<file path="src/rtl/wrm_pkg.sv">
package wrm_pkg;

  // default sizes
  localparam int MAX_WINDOW_DEF  = 64;
  localparam int SAMPLE_BITS_DEF = 12;

  // window length register
  localparam int             WL_W         = 7;
  localparam logic [WL_W-1:0] WINDOW_RESET = 7'd50;

  // sequencer states
  typedef enum logic [2:0] {
    ST_IDLE,
    ST_SQUARE,
    ST_DIV,
    ST_ROOT,
    ST_OUT
  } wrm_state_t;

  // status of one serial unit
  typedef struct packed {
    logic busy;
    logic done;
  } wrm_stat_t;

endpackage

</file>
<file path="src/rtl/window_rms_min_max.sv">
// channel  | direction | ports                           | word
// ---------+-----------+---------------------------------+--------------------------------
// in       | slave     | in_tvalid/in_tready/in_tdata    | sample
// out      | master    | out_tvalid/out_tready/out_tdata | rms_value, min_value, max_value,
//          |           |                                 | sample_total
// cfg      | write     | cfg_wr_en/cfg_wr_data           | window_length
//
// an ordinary sample passes the serial squarer, which adds one multiplier bit per cycle into
// the sum of squares
// the sample that closes a window also passes the serial divider and then the serial root,
// and its result is then loaded into the output register
// synchronous active-low reset; window length resets to 50, all accumulators to zero
// a result waiting on out_tready holds only a closing sample; other samples keep flowing
module window_rms_min_max #(
  parameter int SampleBits = wrm_pkg::SAMPLE_BITS_DEF,
  parameter int MaxWindow  = wrm_pkg::MAX_WINDOW_DEF
) (
  input  logic                     clk,
  input  logic                     rst_n,
  input  logic                     in_tvalid,
  output logic                     in_tready,
  // sample
  input  logic [((SampleBits+7)/8)*8-1:0] in_tdata,
  output logic                     out_tvalid,
  input  logic                     out_tready,
  // rms_value, min_value, max_value, sample_total, zero pad
  output logic [((3*SampleBits+$clog2(MaxWindow+1)+7)/8)*8-1:0] out_tdata,
  input  logic                     cfg_wr_en,
  input  logic [wrm_pkg::WL_W-1:0] cfg_wr_data
);
  import wrm_pkg::*;

  localparam int CNT_W  = $clog2(MaxWindow + 1);
  localparam int PROD_W = 2 * SampleBits;
  localparam int SUM_W  = PROD_W + $clog2(MaxWindow);
  localparam int OUT_W  = ((3 * SampleBits + CNT_W + 7) / 8) * 8;
  localparam int CMP_W  = (CNT_W > WL_W ? CNT_W : WL_W) + 1;

  wrm_state_t            state_r, state_nxt;
  logic [WL_W-1:0]       wlen_r;
  logic                  close_r, close_nxt;
  logic                  out_tvalid_r, out_tvalid_nxt;
  logic [OUT_W-1:0]      out_tdata_r;

  logic                  accept;
  logic                  acc_start, acc_clear, div_start, sqrt_start, out_load;
  wrm_stat_t             acc_stat, div_stat, sqrt_stat;
  logic [CNT_W-1:0]      count;
  logic [SampleBits-1:0] min_value, max_value, rms_value;
  logic [SUM_W-1:0]      sum, quot;
  logic [CMP_W-1:0]      eff_len;

  // window length register
  always_ff @(posedge clk) begin
    if (!rst_n) begin
      wlen_r <= WINDOW_RESET;
    end else if (cfg_wr_en) begin
      wlen_r <= cfg_wr_data;
    end
  end

  // effective length: zero acts as one, saturate at the window depth
  always_comb begin
    priority if (wlen_r == '0) begin
      eff_len = CMP_W'(1);
    end else if (CMP_W'(wlen_r) > CMP_W'(MaxWindow)) begin
      eff_len = CMP_W'(MaxWindow);
    end else begin
      eff_len = CMP_W'(wlen_r);
    end
  end

  assign accept    = in_tvalid && in_tready;
  assign in_tready = (state_r == ST_IDLE);
  assign close_nxt = accept ? ((CMP_W'(count) + CMP_W'(1)) >= eff_len) : close_r;

  wrm_acc #(
    .SampleBits(SampleBits),
    .MaxWindow (MaxWindow)
  ) u_acc (
    .clk      (clk),
    .rst_n    (rst_n),
    .start    (acc_start),
    .clear    (acc_clear),
    .sample   (in_tdata[SampleBits-1:0]),
    .stat     (acc_stat),
    .count    (count),
    .min_value(min_value),
    .max_value(max_value),
    .sum      (sum)
  );

  wrm_div #(
    .NumW(SUM_W),
    .DenW(CNT_W)
  ) u_div (
    .clk  (clk),
    .rst_n(rst_n),
    .start(div_start),
    .num  (sum),
    .den  (count),
    .stat (div_stat),
    .quot (quot)
  );

  // the mean never exceeds the largest square, so its low bits carry it all
  wrm_sqrt #(
    .RootW(SampleBits)
  ) u_sqrt (
    .clk  (clk),
    .rst_n(rst_n),
    .start(sqrt_start),
    .rad  (quot[PROD_W-1:0]),
    .stat (sqrt_stat),
    .root (rms_value)
  );

  // sequencer state register
  always_ff @(posedge clk) begin
    if (!rst_n) begin
      state_r      <= ST_IDLE;
      close_r      <= 1'b0;
      out_tvalid_r <= 1'b0;
    end else begin
      state_r      <= state_nxt;
      close_r      <= close_nxt;
      out_tvalid_r <= out_tvalid_nxt;
    end
  end

  // next state and unit starts
  always_comb begin
    state_nxt  = state_r;
    acc_start  = 1'b0;
    acc_clear  = 1'b0;
    div_start  = 1'b0;
    sqrt_start = 1'b0;
    out_load   = 1'b0;
    unique case (state_r)
      ST_IDLE: begin
        if (accept) begin
          acc_start = 1'b1;
          state_nxt = ST_SQUARE;
        end
      end
      ST_SQUARE: begin
        if (acc_stat.done) begin
          if (close_r) begin
            div_start = 1'b1;
            state_nxt = ST_DIV;
          end else begin
            state_nxt = ST_IDLE;
          end
        end
      end
      ST_DIV: begin
        if (div_stat.done) begin
          sqrt_start = 1'b1;
          state_nxt  = ST_ROOT;
        end
      end
      ST_ROOT: begin
        if (sqrt_stat.done) state_nxt = ST_OUT;
      end
      ST_OUT: begin
        if (!out_tvalid_r || out_tready) begin
          out_load  = 1'b1;
          acc_clear = 1'b1;
          state_nxt = ST_IDLE;
        end
      end
      default: state_nxt = ST_IDLE;
    endcase
  end

  // output register
  always_comb begin
    priority if (out_load) begin
      out_tvalid_nxt = 1'b1;
    end else if (out_tready) begin
      out_tvalid_nxt = 1'b0;
    end else begin
      out_tvalid_nxt = out_tvalid_r;
    end
  end

  always_ff @(posedge clk) begin
    if (out_load) begin
      out_tdata_r <= OUT_W'({count, max_value, min_value, rms_value});
    end
  end

  assign out_tvalid = out_tvalid_r;
  assign out_tdata  = out_tdata_r;

`ifndef ASSERT_OFF
  // the window never holds more samples than the accumulator depth
  a_count_bound: assert property (@(posedge clk) disable iff (!rst_n)
    CMP_W'(count) <= CMP_W'(MaxWindow))
    else $error("sample count beyond window depth");

  // the mean fits in the root's radicand
  a_mean_fits: assert property (@(posedge clk) disable iff (!rst_n)
    sqrt_start |-> (quot >> PROD_W) == '0)
    else $error("mean wider than radicand");

  // a result is never loaded over one still waiting
  a_no_overwrite: assert property (@(posedge clk) disable iff (!rst_n)
    out_load |-> (!out_tvalid_r || out_tready))
    else $error("result overwritten");

  // loaded result is consistent: min <= rms <= max
  a_result_order: assert property (@(posedge clk) disable iff (!rst_n)
    out_load |-> (min_value <= rms_value) && (rms_value <= max_value))
    else $error("rms outside min/max");

  // only one serial unit runs at a time
  a_one_unit: assert property (@(posedge clk) disable iff (!rst_n)
    $countones({acc_stat.busy, div_stat.busy, sqrt_stat.busy}) <= 1)
    else $error("serial units overlap");
`endif

endmodule

</file>
<file path="src/rtl/wrm_acc.sv">
module wrm_acc #(
  parameter int SampleBits = 12,
  parameter int MaxWindow  = 64
) (
  input  logic                                  clk,
  input  logic                                  rst_n,
  input  logic                                  start,
  input  logic                                  clear,
  input  logic [SampleBits-1:0]                 sample,
  output wrm_pkg::wrm_stat_t                    stat,
  output logic [$clog2(MaxWindow+1)-1:0]        count,
  output logic [SampleBits-1:0]                 min_value,
  output logic [SampleBits-1:0]                 max_value,
  output logic [2*SampleBits+$clog2(MaxWindow)-1:0] sum
);
  import wrm_pkg::*;

  localparam int CNT_W  = $clog2(MaxWindow + 1);
  localparam int PROD_W = 2 * SampleBits;
  localparam int SUM_W  = PROD_W + $clog2(MaxWindow);
  localparam int BIT_W  = $clog2(SampleBits + 1);

  logic [CNT_W-1:0]      count_r, count_nxt;
  logic [SampleBits-1:0] min_r, min_nxt;
  logic [SampleBits-1:0] max_r, max_nxt;
  logic [SUM_W-1:0]      sum_r, sum_nxt;
  logic [SampleBits-1:0] mplier_r, mplier_nxt;
  logic [PROD_W-1:0]     mcand_r, mcand_nxt;
  logic [BIT_W-1:0]      bits_r, bits_nxt;
  logic                  busy_r, busy_nxt;
  logic                  done_r, done_nxt;

  // fold sample into min/max/count, then square it one multiplier bit per cycle
  always_comb begin
    count_nxt  = count_r;
    min_nxt    = min_r;
    max_nxt    = max_r;
    sum_nxt    = sum_r;
    mplier_nxt = mplier_r;
    mcand_nxt  = mcand_r;
    bits_nxt   = bits_r;
    busy_nxt   = busy_r;
    done_nxt   = 1'b0;
    priority if (start) begin
      if (count_r == '0) begin
        min_nxt = sample;
        max_nxt = sample;
        sum_nxt = '0;
      end else begin
        if (sample < min_r) min_nxt = sample;
        if (sample > max_r) max_nxt = sample;
      end
      count_nxt  = count_r + CNT_W'(1);
      mplier_nxt = sample;
      mcand_nxt  = PROD_W'(sample);
      bits_nxt   = BIT_W'(SampleBits);
      busy_nxt   = 1'b1;
    end else if (busy_r) begin
      if (mplier_r[0]) sum_nxt = sum_r + SUM_W'(mcand_r);
      mplier_nxt = mplier_r >> 1;
      mcand_nxt  = mcand_r << 1;
      bits_nxt   = bits_r - BIT_W'(1);
      if (bits_r == BIT_W'(1)) begin
        busy_nxt = 1'b0;
        done_nxt = 1'b1;
      end
    end else begin
      // window closed: restart the count
      if (clear) count_nxt = '0;
    end
  end

  always_ff @(posedge clk) begin
    if (!rst_n) begin
      count_r <= '0;
      min_r   <= '0;
      max_r   <= '0;
      sum_r   <= '0;
      bits_r  <= '0;
      busy_r  <= 1'b0;
      done_r  <= 1'b0;
    end else begin
      count_r <= count_nxt;
      min_r   <= min_nxt;
      max_r   <= max_nxt;
      sum_r   <= sum_nxt;
      bits_r  <= bits_nxt;
      busy_r  <= busy_nxt;
      done_r  <= done_nxt;
    end
  end

  always_ff @(posedge clk) begin
    mplier_r <= mplier_nxt;
    mcand_r  <= mcand_nxt;
  end

  assign stat.busy = busy_r;
  assign stat.done = done_r;
  assign count     = count_r;
  assign min_value = min_r;
  assign max_value = max_r;
  assign sum       = sum_r;

endmodule

</file>
<file path="src/rtl/wrm_div.sv">
module wrm_div #(
  parameter int NumW = 30,
  parameter int DenW = 7
) (
  input  logic               clk,
  input  logic               rst_n,
  input  logic               start,
  input  logic [NumW-1:0]    num,
  input  logic [DenW-1:0]    den,
  output wrm_pkg::wrm_stat_t stat,
  output logic [NumW-1:0]    quot
);
  import wrm_pkg::*;

  localparam int CNT_W = $clog2(NumW + 1);

  logic [NumW-1:0]  quot_r, quot_nxt;
  logic [DenW-1:0]  den_r, den_nxt;
  logic [DenW-1:0]  rem_r, rem_nxt;
  logic [CNT_W-1:0] cnt_r, cnt_nxt;
  logic             busy_r, busy_nxt;
  logic             done_r, done_nxt;
  logic [DenW:0]    rem_sh;
  logic             fits;

  // restoring division, one quotient bit per cycle
  always_comb begin
    rem_sh   = {rem_r, quot_r[NumW-1]};
    fits     = rem_sh >= {1'b0, den_r};
    quot_nxt = quot_r;
    den_nxt  = den_r;
    rem_nxt  = rem_r;
    cnt_nxt  = cnt_r;
    busy_nxt = busy_r;
    done_nxt = 1'b0;
    priority if (start) begin
      quot_nxt = num;
      den_nxt  = den;
      rem_nxt  = '0;
      cnt_nxt  = CNT_W'(NumW);
      busy_nxt = 1'b1;
    end else if (busy_r) begin
      rem_nxt  = fits ? DenW'(rem_sh - {1'b0, den_r}) : DenW'(rem_sh);
      quot_nxt = {quot_r[NumW-2:0], fits};
      cnt_nxt  = cnt_r - CNT_W'(1);
      if (cnt_r == CNT_W'(1)) begin
        busy_nxt = 1'b0;
        done_nxt = 1'b1;
      end
    end else begin
      // idle: everything holds
    end
  end

  always_ff @(posedge clk) begin
    if (!rst_n) begin
      cnt_r  <= '0;
      busy_r <= 1'b0;
      done_r <= 1'b0;
    end else begin
      cnt_r  <= cnt_nxt;
      busy_r <= busy_nxt;
      done_r <= done_nxt;
    end
  end

  always_ff @(posedge clk) begin
    quot_r <= quot_nxt;
    den_r  <= den_nxt;
    rem_r  <= rem_nxt;
  end

  assign stat.busy = busy_r;
  assign stat.done = done_r;
  assign quot      = quot_r;

endmodule

</file>
<file path="src/rtl/wrm_sqrt.sv">
module wrm_sqrt #(
  parameter int RootW = 12
) (
  input  logic               clk,
  input  logic               rst_n,
  input  logic               start,
  input  logic [2*RootW-1:0] rad,
  output wrm_pkg::wrm_stat_t stat,
  output logic [RootW-1:0]   root
);
  import wrm_pkg::*;

  localparam int RAD_W = 2 * RootW;
  localparam int REM_W = RootW + 2;
  localparam int CNT_W = $clog2(RootW + 1);

  logic [RAD_W-1:0] rad_r, rad_nxt;
  logic [REM_W-1:0] rem_r, rem_nxt;
  logic [RootW-1:0] root_r, root_nxt;
  logic [CNT_W-1:0] cnt_r, cnt_nxt;
  logic             busy_r, busy_nxt;
  logic             done_r, done_nxt;
  logic [REM_W+1:0] rem_sh;
  logic [REM_W+1:0] trial;
  logic             fits;

  // digit-by-digit floor root, two radicand bits and one root bit per cycle
  always_comb begin
    rem_sh   = {rem_r, rad_r[RAD_W-1 -: 2]};
    trial    = (REM_W + 2)'({root_r, 2'b01});
    fits     = rem_sh >= trial;
    rad_nxt  = rad_r;
    rem_nxt  = rem_r;
    root_nxt = root_r;
    cnt_nxt  = cnt_r;
    busy_nxt = busy_r;
    done_nxt = 1'b0;
    priority if (start) begin
      rad_nxt  = rad;
      rem_nxt  = '0;
      root_nxt = '0;
      cnt_nxt  = CNT_W'(RootW);
      busy_nxt = 1'b1;
    end else if (busy_r) begin
      rem_nxt  = fits ? REM_W'(rem_sh - trial) : REM_W'(rem_sh);
      root_nxt = {root_r[RootW-2:0], fits};
      rad_nxt  = rad_r << 2;
      cnt_nxt  = cnt_r - CNT_W'(1);
      if (cnt_r == CNT_W'(1)) begin
        busy_nxt = 1'b0;
        done_nxt = 1'b1;
      end
    end else begin
      // idle: everything holds
    end
  end

  always_ff @(posedge clk) begin
    if (!rst_n) begin
      cnt_r  <= '0;
      busy_r <= 1'b0;
      done_r <= 1'b0;
    end else begin
      cnt_r  <= cnt_nxt;
      busy_r <= busy_nxt;
      done_r <= done_nxt;
    end
  end

  always_ff @(posedge clk) begin
    rad_r  <= rad_nxt;
    rem_r  <= rem_nxt;
    root_r <= root_nxt;
  end

  assign stat.busy = busy_r;
  assign stat.done = done_r;
  assign root      = root_r;

endmodule
</file>
<file path="config.mk">
export PLATFORM = sky130hd
export DESIGN_NAME = window_rms_min_max
export DESIGN_NICKNAME = d
export VERILOG_FILES = /design/src/rtl/wrm_pkg.sv /design/src/rtl/window_rms_min_max.sv /design/src/rtl/wrm_acc.sv /design/src/rtl/wrm_div.sv /design/src/rtl/wrm_sqrt.sv
export SDC_FILE = /design/constraint.sdc
export NUM_CORES = 1
export LEC_CHECK = 0
export BUFFER_PORTS_ARGS = -buffer_cell sky130_fd_sc_hd__buf_2
export CORE_MARGIN = 1.5
export CORE_UTILIZATION = 55
export DETAILED_ROUTE_END_ITERATION = 7
export HOLD_SLACK_MARGIN = 0.15
export PLACE_DENSITY = 0.79
export SETUP_SLACK_MARGIN = 0.05
export SKIP_LAST_GASP = 1
export SLEW_MARGIN = 20
export SYNTH_ARGS = -nofsm -noshare
export SYNTH_HDL_FRONTEND = slang
export SYNTH_SLANG_ARGS = --single-unit
export TNS_END_PERCENT = 20
</file>
<file path="constraint.sdc">
create_clock -name clk -period 8.1 [get_ports clk]
set_clock_uncertainty 0.1 [all_clocks]
set_input_delay 1.215 -clock clk [delete_from_list [all_inputs] [get_ports clk]]
set_output_delay 1.215 -clock clk [all_outputs]
set_load 0.03 [all_outputs]
</file>
# [After elaboration in Yosys (flattened, before gate mapping)]
# Index checks and enable logic that the tools add are counted.
[word_totals] regBits=265 input_bits=28 elab_cells=146
[classes] add_sub_neg=8 magnitude_cmp=6 n_eq_ne=14 mux=59 bitwise=4 reduce_logical=25
[op_table] operator="30-bit 2-to-1 mux" n=6
[op_table] operator="12-bit 2-to-1 mux" n=8
[op_table] operator="24-bit 2-to-1 mux" n=2
[op_table] operator="7-bit 2-to-1 mux" n=6
[op_table] operator="30-bit by 24-bit adder with 30-bit output" n=1
[op_table] operator="1-bit 2-to-1 mux" n=23
[op_table] operator="16-bit by 14-bit >= comparator with 1-bit output" n=1
[op_table] operator="4-bit 2-to-1 mux" n=4
[op_table] operator="2-bit nonzero test" n=8
[op_table] operator="3-bit 2-to-1 mux" n=5
[op_table] operator="3-bit case mux with 5 select lines" n=1
[op_table] operator="7-bit logical NOT" n=2
[op_table] operator="14-bit 2-to-1 mux" n=1
[op_table] operator="14-bit subtractor" n=1
[op_table] operator="12-bit greater-than comparator" n=1
[op_table] operator="12-bit less-than comparator" n=1
[op_table] operator="5-bit 2-to-1 mux" n=2
[op_table] operator="2-bit by 1-bit inequality test with 1-bit output, second input constant" n=5
[op_table] operator="3-bit OR reduction" n=3
[op_table] operator="7-bit by 1-bit adder with 8-bit output, second input constant" n=1
[op_table] operator="4-bit by 1-bit equality test with 1-bit output, second input constant" n=2
[op_table] operator="8-bit by 7-bit >= comparator with 1-bit output" n=1
[op_table] operator="8-bit >= comparator" n=1
[op_table] operator="4-bit by 1-bit subtractor with 4-bit output, second input constant" n=2
[op_table] operator="other kinds (19)" n=28

# [Depth between registers and ports, before layout]
# Gate-level depths: netlist (run 1).
[logic_depth] word_depth=7 ltp_mapped=12 mapped_depth_nobuf=12

# [Hierarchy]
# A second synthesis (run 1) with hierarchy kept.
[unflattened] hier_cells=1322 area_unflattened_um2=13845.8
[modules_own_cells] module="wrm_acc" n_inst=1 cells_per_inst=668 area_each_um2=5884.4
[modules_own_cells] module="wrm_sqrt" n_inst=1 cells_per_inst=304 area_each_um2=3173.0
[modules_own_cells] module="wrm_div" n_inst=1 cells_per_inst=211 area_each_um2=2633.8
[modules_own_cells] module="window_rms_min_max" n_inst=1 cells_per_inst=139 area_each_um2=2154.6

# [Worst setup path after synthesis (run 1)]
# No wires, ideal clock.
[synth_path] path_type="input to register" start="in in_tdata[1]" end="reg u_acc.max_r[10] (netlist: u_acc.max_value[10])" setup_ns=0.116 t_arrival_ns=2.950 path_slack_ns=4.934 path_stages=10 path_buffers=1 path_cell_list="ha_1 nor2b_1 o21a_1 o21a_1 o21ai_0 nand4b_1 o21ai_1 buf_2 mux2i_1 nor2b_1"
[synth_between] elab_chain_cells=3
[synth_lines] item="from (decl)" line_no="window_rms_min_max.sv:23" text="input logic [((SampleBits+7)/8)*8-1:0] in_tdata,"
[synth_lines] item="12-bit greater-than comparator" line_no="wrm_acc.sv:51" text="if (sample > max_r) max_nxt = sample;"
[synth_lines] item="2-bit nonzero test (no source line)"
[synth_lines] item="2-bit AND reduction (no source line)"
[synth_lines] item="to (signal assigned)" line_no="wrm_acc.sv:85" text="max_r <= max_nxt;"
[synth_lines] item="to (decl)" line_no="wrm_acc.sv:25" text="logic [SampleBits-1:0] max_r, max_nxt;"
# No other way between the ends.
# A chain may end at the register's enable or synchronous reset.

# [Worst setup path after layout (run 1)]
[layout_path] start="reg state_r[2]" end="reg u_acc.sum_r[29] (netlist: u_acc.sum[29])"
[layout_between] elab_chain_cells=6 elab_cells_between_ends=9 classes_between="1 x eq/ne; 3 x mux; 5 x reduce/logical"
[layout_lines] item="from (decl)" line_no="window_rms_min_max.sv:39" text="wrm_state_t state_r, state_nxt;"
[layout_lines] item="from (signal assigned)" line_no="window_rms_min_max.sv:125" text="state_r <= state_nxt;"
[layout_lines] item="3-bit logical NOT *" line_no="window_rms_min_max.sv:74, window_rms_min_max.sv:139"
[layout_lines] item="1-bit logical AND" line_no="window_rms_min_max.sv:73" text="assign accept = in_tvalid && in_tready;"
[layout_lines] item="1-bit 2-to-1 mux" line_no="window_rms_min_max.sv:141" text="if (accept) begin"
[layout_lines] item="1-bit 2-to-1 mux *" line_no="window_rms_min_max.sv:139" text="unique case (state_r)"
[layout_lines] item="2-bit by 1-bit inequality test with 1-bit output (no source line) / 2-bit nonzero test (equally long branches)"
[layout_lines] item="3-bit AND reduction (no source line)"
[layout_lines] item="to (signal assigned)" line_no="wrm_acc.sv:86" text="sum_r <= sum_nxt;"
[layout_lines] item="to (decl)" line_no="wrm_acc.sv:26" text="logic [SUM_W-1:0] sum_r, sum_nxt;"
# Mark *: on every way between the ends. The rest lies on a longest branch, timed or not.

==> impl_metrics.yaml, run 1 <==
timing:
  max_freq_ghz: 0.313
  final_hold_viol_count: 0
  slew-limit-headroom_pct: 35.1
  tightest_slew_ns: 0.974
  setup_viol: 0
  period_share_pct: 39.4
  post-route-min-period_ns: 3.19
  tns_ns: 0
  whs_ns: 0.355
  maxSlewViolCount: 0
  rsz0062_at_grt: "no"
drt:
  drt-vias-per-instance: 5.48
  drc: 0
  wl_mm: 26.5
  drt-pass1-iter-count: 6
  ant_nets: 0
  num_vias: 9680
  drtIter0Drc: 685
  routedWlPerCell_um: 15.0
die:
  ioPinCount: 78
  design.die.area_um2: 24900
  fp.dieH_um: 158
  die_w_um: 158
  rows: 56
  coreArea_um2: 23500
  initial_core_util_pct: 56.1
placed_design:
  place.gp.congestion: 0.873
  portBuffers: 68
  hpwl_mm: 17.9
synth:
  ys_types: 76
  ys.warnings.count: 0
  synth-async-reset-ratio_pct: 0
  ys_ff_latch: 265
  syn_area_per_cell_um2: 9.62
  netlist_area_um2: 13200
  syn_inst: 1372
  synthFlopType: "dfxtp_1"
  synth_edf_count: 128
  ys_seq_area_share_pct: 49.9
clock_tree:
  clock-sinks: 265
  cts_tree: "yes"
  clockBufferDepth: 3
  cts.clk_slew.worst_paths_ns: 0.06
  root_buffer: "clkbuf_16"
  h-tree-depth: 1
  post_cts_resized: 0
  numCtsBuffers: 28
  clock_latency_ns: 0.58
  cts_hold_buf: 0
  post_cts_buffers: 0
setup_path:
  rr_worst_depth: 9
  critical_path_buf_inv_count: 1
  crit_slowest_cell: "a31o_2"
  crit_required_ns: 8.46
  worstPathArrival_ns: 3.55
  slowest_delay_ns: 0.44
  path_cells: "nor3_2, nand2_1, buf_4, nor2_2, a31o_2, and3_1, nand4_1, or3_1, a21oi_1"
  path_delay_family: "simple AND/OR/NAND/NOR gates"
  path_class: "reg -> reg"
  critPathLaunchType: "flip-flop"
  crit_cells: 9
  cp-end-kind: "flip-flop"
  crit_fanout: 32
layout:
  final_nets: 1537
  drive_gt1_share_pct: 10.2
  layout_common_cells: "nand2_1 (298), dfxtp_1 (137), edfxtp_1 (128)"
  layout_commonest_cell: "nand2_1"
  diodes: 0
  synthToLayoutAreaGrowth_pct: 11.3
global_route:
  grt_pass1_vias: 9222
  grt_pass1_wl_mm: 43.8
  antenna_found_initial: 0
  grt_max_degree: 72
  grt_usage_pct: 21.4
  overflow: 0
hold_path:
  worstHoldPathCells: 0
  min_path_type: "reg -> reg"
run_status:
  status: "complete, no violations"
power:
  p_leak_nw: 6.18
  ir_drop_v: 0.000137
  p_per_area_nw_per_um2: 218
run:
  maxCapViolations: 0
## synthesized netlist by cell type (13+ instances only)
| cell | count | share of area, % |
|---|---|---|
| a211oi_1 | 13 | 0.74 |
| a21o_1 | 26 | 1.5 |
| a21oi_1 | 76 | 2.9 |
| clkbuf_1 | 41 | 1.2 |
| dfxtp_1 | 137 | 21 |
| edfxtp_1 | 128 | 29 |
| ha_1 | 83 | 7.9 |
| inv_1 | 68 | 1.9 |
| mux2i_1 | 55 | 4.2 |
| nand2_1 | 298 | 8.5 |
| nand3_1 | 25 | 0.95 |
| nor2_1 | 83 | 2.4 |
| nor2b_1 | 35 | 1.7 |
| nor3_1 | 14 | 0.53 |
| o21ai_0 | 64 | 2.4 |
| xnor2_1 | 32 | 2.1 |
| xor2_1 | 16 | 1.1 |
## sequential cells by signal, summed over array words and instances (netlist names), 3 cells and up
signal	count
u_sqrt.cnt_r	4
u_sqrt.root	12
u_sqrt.rem_r	14
u_acc.max_value	12
u_acc.sum	30
wlen_r	7
u_div.rem_r	7
state_r	3
u_acc.mplier_r	12
u_sqrt.rad_r	24
u_acc.bits_r	4
u_acc.min_value	12
u_div.quot	30
u_acc.count	7
out_tdata	43
u_div.den_r	7
u_div.cnt_r	5
u_acc.mcand_r	24
## layout make-up
class / count / area, um2
clock inverters: 12 / 161
multi-input cells: 981 / 6080
inverters: 68 / 255
well taps: 319 / 399
fillers: 1932 / 8860
repair buffers: 80 / 430
flip-flops and latches: 265 / 6590
clock buffers: 40 / 776
## metal layers
metal / routed length [um] / up-vias / part of all wire (%) / GRT usage [%]
met1: 12100 / 4552 / 46 / 28.8
met4: 480 / 0 / 1.8 / 5.80
met2: 12600 / 232 / 47 / 35.9
li1: - / 4859 / - / -
met5: 0 / - / 0 / 0
met3: 1360 / 37 / 5.1 / 3.15
## metrics by stage
step                cells  util (%)  total power, mW  instance area, um2  worst slack (ns)
floorplan            1376         -             1.84               13200              4.93
global placement     1713      58.4             1.92               13700              4.46
detailed placement   1713      58.4             1.93               13700              4.41
CTS                  1765      62.4             3.22               14700              4.77
global route         1765      62.4             3.33               14700              4.66
finish               1765      62.4             3.20               14700              4.91
## worst paths after layout
check             slack, ns                              from                         end
hold reg to reg        0.35  u_acc.min_value[10]$_SDFFE_PN0P_     out_tdata[22]$_DFFE_PP_
setup reg to reg       4.91           state_r[2]$_SDFFE_PN0P_  u_acc.sum[29]$_SDFFE_PN0P_
hold / removal         0.35  u_acc.min_value[10]$_SDFFE_PN0P_     out_tdata[22]$_DFFE_PP_
setup / recovery       4.91           state_r[2]$_SDFFE_PN0P_  u_acc.sum[29]$_SDFFE_PN0P_
## cell families after synthesis
family / after synthesis / synth area share, %
compound gates: 258 / 12.3
simple gates: 528 / 17.8
buf+inv: 130 / 4.26
fa+ha+maj: 85 / 8.17
mux: 57 / 4.34
other cells: 1 / 0.0284
flops: 265 / 49.9
xor+xnor: 48 / 3.19
## report_power, final
group / internal (mW) / total (mW) / leakage [nW] / switching, mW
Combinational: 0.168 / 0.404 / 3.40 / 0.236
Clock: 0.764 / 1.29 / 0.456 / 0.526
Sequential: 1.46 / 1.51 / 2.33 / 0.0451
Total: 2.39 / 3.20 / 6.18 / 0.808
No activity file was read; power rests on OpenSTA's default activity.
==> run 2: changes to the inputs <==
--- a/config.mk
+++ b/config.mk
@@ -10,7 +10,7 @@
 export CORE_UTILIZATION = 55
 export DETAILED_ROUTE_END_ITERATION = 7
 export HOLD_SLACK_MARGIN = 0.15
-export PLACE_DENSITY = 0.79
+export PLACE_DENSITY = 0.82
 export SETUP_SLACK_MARGIN = 0.05
 export SKIP_LAST_GASP = 1
 export SLEW_MARGIN = 20
==> constraint.sdc (replaced) <==
create_clock -name clk -period 2.88 [get_ports clk]
set_clock_uncertainty 0.1 [all_clocks]
set_input_delay 0.432 -clock clk [delete_from_list [all_inputs] [get_ports clk]]
set_output_delay 0.432 -clock clk [all_outputs]
set_load 0.03 [all_outputs]
==> run 2 against run 1 <==
  * Count of clock-buffer cells in the layout decreased by 4
  * Critical path depth increased by 1
  * Clock power increased to 2.8 times the previous value
  * Maximum frequency increased by 17%
  * Die area unchanged
  * Sequential power increased to 2.8 times the previous value
  * Setup slack got worse by 4.7 ns
  * Register-to-register slack got worse by 4.7 ns
  * Final cell count increased by 2.0%
  * Design area increased by 2.6%
  * Highest routed layer unchanged
==> impl_metrics.yaml, run 2 (synthesis gave the netlist of run 1 again) <==
run_status:
  status: "complete, no violations"
layout:
  final_nets: 1575
  layout_commonest_cell: "nand2_1"
  diodes: 0
  fillCellCount: 1823
  synthToLayoutAreaGrowth_pct: 14.2
  largest_reg_flops: 43
  layout_common_cells: "nand2_1 (297), dfxtp_1 (137), edfxtp_1 (128)"
  drive_gt1_share_pct: 11.5
timing:
  period_share_pct: 94.3
  max_freq_ghz: 0.368
  tns_ns: 0
  setup_viol: 0
  slew-limit-headroom_pct: 47.7
  maxSlewViolCount: 0
  post-route-min-period_ns: 2.72
  final_hold_viol_count: 0
  fin_ws_ns: 0.164
  rsz0062_at_grt: "yes"
  tightest_slew_ns: 0.785
global_route:
  grt_pass1_wl_mm: 45.5
  grt_max_degree: 71
  grt_usage_pct: 22.5
  grt_pass1_vias: 9464
  antenna_found_initial: 0
  overflow: 0
setup_path:
  critPathLaunchType: "flip-flop"
  crit_required_ns: 3.19
  path_class: "reg -> reg"
  rrSetupSlack_ns: 0.16
  crit_fanout: 5
  rr_worst_depth: 10
  worstPathArrival_ns: 3.03
  cp-end-kind: "flip-flop"
die:
  coreArea_um2: 23500
  design.die.area_um2: 24900
  rows: 56
  fp.dieH_um: 158
  ioPinCount: 78
  die_w_um: 158
  initial_core_util_pct: 56.1
clock_tree:
  clockBufferDepth: 3
  clock-sinks: 265
  root_buffer: "clkbuf_16"
  clock_latency_ns: 0.53
  cts.clk_slew.worst_paths_ns: 0.06
  h-tree-depth: 1
  cts_tree: "yes"
  numCtsBuffers: 27
power:
  p_leak_nw: 6.27
  p_per_area_nw_per_um2: 602
  ir_drop_v: 0.000402
drt:
  num_vias: 9918
  ant_nets: 0
  wl_mm: 28.3
  drtIter0Drc: 720
  routedWlPerCell_um: 15.7
  drt-vias-per-instance: 5.51
  drt-pass1-iter-count: 5
  drc: 0
hold_path:
  min_path_type: "in -> reg"
  worstHoldPathCells: 3
placed_design:
  hpwl_mm: 18.7
  portBuffers: 68
  dp_slack_ns: 0.0618
  place.gp.congestion: 0.890
run:
  maxCapViolations: 0
[run 2: changes by cell type in the layout (fill, tap and decap cells not counted), moves of 2 or more]
cell and change:
a211oi_2 +2, a211oi_1 -2, inv_1 +2, buf_12 +2, inv_2 -2, buf_4 +17, clkbuf_1 -4, dlygate4sd3_1 +20
[run 2: worst max-delay path, stage by stage (launching register included)]
cell	delay, ns
edfxtp_1	0.41
ha_1	0.40
o21ai_1	0.14
o21ai_2	0.19
or3b_2	0.51
a31oi_2	0.21
buf_4	0.16
nand2_1	0.06
a41oi_2	0.20
xnor2_1	0.15
a21oi_1	0.08
[run 2: report_power, final]
group          leakage, nW  internal, mW  switching (mW)
logic                 3.55         0.519           0.700
registers             2.27          4.11           0.138
clock network        0.451          2.18            1.43
[run 2: worst paths after layout]
| kind | start | to |
|---|---|---|
| setup / recovery | u_acc.mcand_r[3]$_DFFE_PP_ | u_acc.sum[22]$_SDFFE_PN0P_ |
| hold / removal | cfg_wr_en | wlen_r[1]$_SDFFE_PN1P_ |
| setup reg to reg | u_acc.mcand_r[3]$_DFFE_PP_ | u_acc.sum[22]$_SDFFE_PN0P_ |
| hold reg to reg | u_acc.min_value[5]$_SDFFE_PN0P_ | out_tdata[17]$_DFFE_PP_ |
[run 2: repair_timing]
action	4_1_cts	5_1_grt
hold endpoints to repair	22	0
gates resized for setup	0	10
setup endpoints to repair	0	19
setup buffers	0	2
hold buffers	20	0
[run 2: cell type report]
cell class	instances	area, um2	area share, %
clock buffer	36	749	4.97
clock inverter	13	169	1.12
inverter	68	255	1.69
multi-input combinational	981	6110	40.6
sequential	265	6590	43.7
tap	319	399	2.65
timing repair buffer	119	798	5.30
[run 2: metal layers]
layer  vias up  global-route usage, %  share of wire (%)
met3        49                   3.04                4.4
met1      4696                   29.3                 45
li1       4930                      -                  -
met5         -                      0                  0
met4         0                   5.97                2.3
met2       243                   39.2                 49
[run 2: per-stage QoR]
stage / area, um2 / hold slack (ns) / util, % / power [mW] / std cells
2_1_floorplan: 13200 / 0.320 / - / 5.18 / 1376
6_report: 15100 / 0.198 / 64.0 / 9.08 / 1801
5_1_grt: 15100 / 0.220 / 64.0 / 9.41 / 1801
4_1_cts: 15000 / 0.181 / 63.8 / 9.08 / 1799
3_5_place_dp: 13900 / 0.349 / 59.0 / 5.47 / 1730
3_3_place_gp: 13900 / 0.339 / 59.0 / 5.42 / 1730
==> run 3: changes to the inputs <==
--- a/config.mk
+++ b/config.mk
@@ -6,12 +6,14 @@
 export NUM_CORES = 1
 export LEC_CHECK = 0
 export BUFFER_PORTS_ARGS = -buffer_cell sky130_fd_sc_hd__buf_2
-export CORE_MARGIN = 1.5
+export CORE_MARGIN = 8
 export CORE_UTILIZATION = 55
 export DETAILED_ROUTE_END_ITERATION = 7
 export HOLD_SLACK_MARGIN = 0.15
 export PLACE_DENSITY = 0.82
+export REMOVE_ABC_BUFFERS = 1
 export SETUP_SLACK_MARGIN = 0.05
+export SKIP_CTS_REPAIR_TIMING = 1
 export SKIP_LAST_GASP = 1
 export SLEW_MARGIN = 20
 export SYNTH_ARGS = -nofsm -noshare
==> run 3 against run 2 <==
  * Combinational power about the same
  * Utilization decreased by 0.31 points
  * Non-clock buffer count decreased by 1
  * Sequential cell count unchanged
  * Sequential power about the same
  * Wire length decreased by 1.5%
  * Power decreased by 2.1%
  * Maximum frequency decreased by 3.1%
  * Worst hold slack got worse by 0.071 ns
  * Critical endpoint is now u_acc.sum[18]$_SDFFE_PN0P_
  * Largest cell class unchanged
==> impl_metrics.yaml, run 3 (synthesis gave the netlist of run 1 again) <==
setup_path:
  worstPathArrival_ns: 3.14
  path_cells: "ha_1, fa_1, a211oi_2, o21ai_1, or3b_2, a31oi_2, a311o_1, o21ai_0, a21oi_1, a21o_1"
  crit_slowest_cell: "fa_1"
  crit_fanout: 3
  path_class: "reg -> reg"
  crit_required_ns: 3.22
  slowest_delay_ns: 0.41
  cp-end-kind: "flip-flop"
  critPathLaunchType: "flip-flop"
layout:
  synthToLayoutAreaGrowth_pct: 13.6
  diodes: 0
  layout_commonest_cell: "nand2_1"
  layout_common_cells: "nand2_1 (298), dfxtp_1 (137), edfxtp_1 (128)"
  multiInputGateArea_um2: 6100
  largest_reg_flops: 43
  fillCellCount: 1808
  final_nets: 1575
  seqCellArea_um2: 6590
  drive_gt1_share_pct: 11.5
global_route:
  overflow: 0
  grt_pass1_wl_mm: 45.7
  antenna_found_initial: 0
  grt_usage_pct: 18.6
  grt_max_degree: 46
  grt_pass1_vias: 9648
placed_design:
  place.gp.congestion: 0.856
  hpwl_mm: 19.0
  portBuffers: 68
  dp_slack_ns: 0.0568
die:
  ioPinCount: 78
  rows: 56
  design.die.area_um2: 29200
  fp.dieH_um: 171
  coreArea_um2: 23500
  die_w_um: 171
  initial_core_util_pct: 56.1
clock_tree:
  cts.clk_slew.worst_paths_ns: 0.06
  h-tree-depth: 1
  numCtsBuffers: 28
  cts_tree: "yes"
  clock-sinks: 265
  clockBufferDepth: 3
  root_buffer: "clkbuf_16"
  clock_latency_ns: 0.54
power:
  p_per_area_nw_per_um2: 593
  p_leak_nw: 6.24
  ir_drop_v: 0.000475
  finalPower_mw: 8.89
timing:
  setup_viol: 0
  maxSlewViolCount: 0
  max_freq_ghz: 0.357
  rsz0062_at_grt: "yes"
  period_share_pct: 97.3
  final_hold_viol_count: 0
  slew-limit-headroom_pct: 41.2
  tns_ns: 0
  whs_ns: 0.127
  tightest_slew_ns: 0.881
  fin_ws_ns: 0.0768
  post-route-min-period_ns: 2.80
drt:
  drt-pass1-iter-count: 6
  num_vias: 9873
  wl_mm: 27.9
  drt-vias-per-instance: 5.48
  ant_nets: 0
  drc: 0
  drtIter0Drc: 739
  routedWlPerCell_um: 15.5
run_status:
  status: "complete, no violations"
run:
  maxCapViolations: 0
hold_path:
  min_path_type: "in -> reg"
## run 3: cell count changes in the layout (fill, tap and decap cells not counted), moves of 2 or more
cell           previous run  this run
bufinv_16                 4         1
dlygate4sd3_1            20        17
clkbuf_16                27        29
clkbuf_1                  5        11
clkbuf_8                  4         2
clkinv_1                  3         0
buf_4                    29        32
## run 3: final timing paths
| path | startpoint | to | cells past startpoint | slack, ns |
|---|---|---|---|---|
| max | u_acc.mcand_r[0]$_SDFFCE_PN0P_ | u_acc.sum[18]$_SDFFE_PN0P_ | 10 | 0.08 |
| min | in_tdata[5] | u_acc.min_value[5]$_SDFFE_PN0P_ | 3 | 0.13 |
| max reg2reg | u_acc.mcand_r[0]$_SDFFCE_PN0P_ | u_acc.sum[18]$_SDFFE_PN0P_ | 10 | 0.08 |
| min reg2reg | u_acc.max_value[10]$_SDFFE_PN0P_ | out_tdata[34]$_DFFE_PP_ | 0 | 0.35 |
## run 3: critical path, delay by kind of cell, from the launching register on
kind                       cells  cell delay [ns]
adders and majority gates      2             0.64
and+or+nand+nor                1             0.26
DFF                            1             0.40
AOI/OAI and AO/OA              7             1.32
## run 3: power by group
part           leakage, nW  total [mW]  switching, mW  internal [mW]
logic                 3.54        1.23          0.706          0.523
registers             2.27        4.23          0.121           4.11
clock network        0.431        3.43           1.43           2.00
total                 6.24        8.89           2.26           6.63
## run 3: metal layers
metal  share of wire [%]  vias to the layer above  track usage, %
li1                    -                     4940               -
met2                  48                      242            32.2
met1                  44                     4637            23.8
met3                 5.3                       54            3.32
met5                   0                        -               0
met4                 2.3                        0            4.99
## run 3: layout make-up
| class | count | area share (%) |
|---|---|---|
| repair buffers | 118 | 5.14 |
| flip-flops and latches | 265 | 43.9 |
| clock inverters | 10 | 0.567 |
| inverters | 68 | 1.70 |
| multi-input cells | 981 | 40.7 |
| clock buffers | 42 | 5.30 |
| well taps | 319 | 2.66 |
## run 3: metrics by stage
step / utilization, % / instances / area (um2)
6_report: 63.7 / 1803 / 15000
5_1_grt: 63.7 / 1803 / 15000
4_1_cts: 62.9 / 1786 / 14800
3_5_place_dp: 59.1 / 1734 / 13900
3_3_place_gp: 59.1 / 1734 / 13900
2_1_floorplan: - / 1314 / 12900
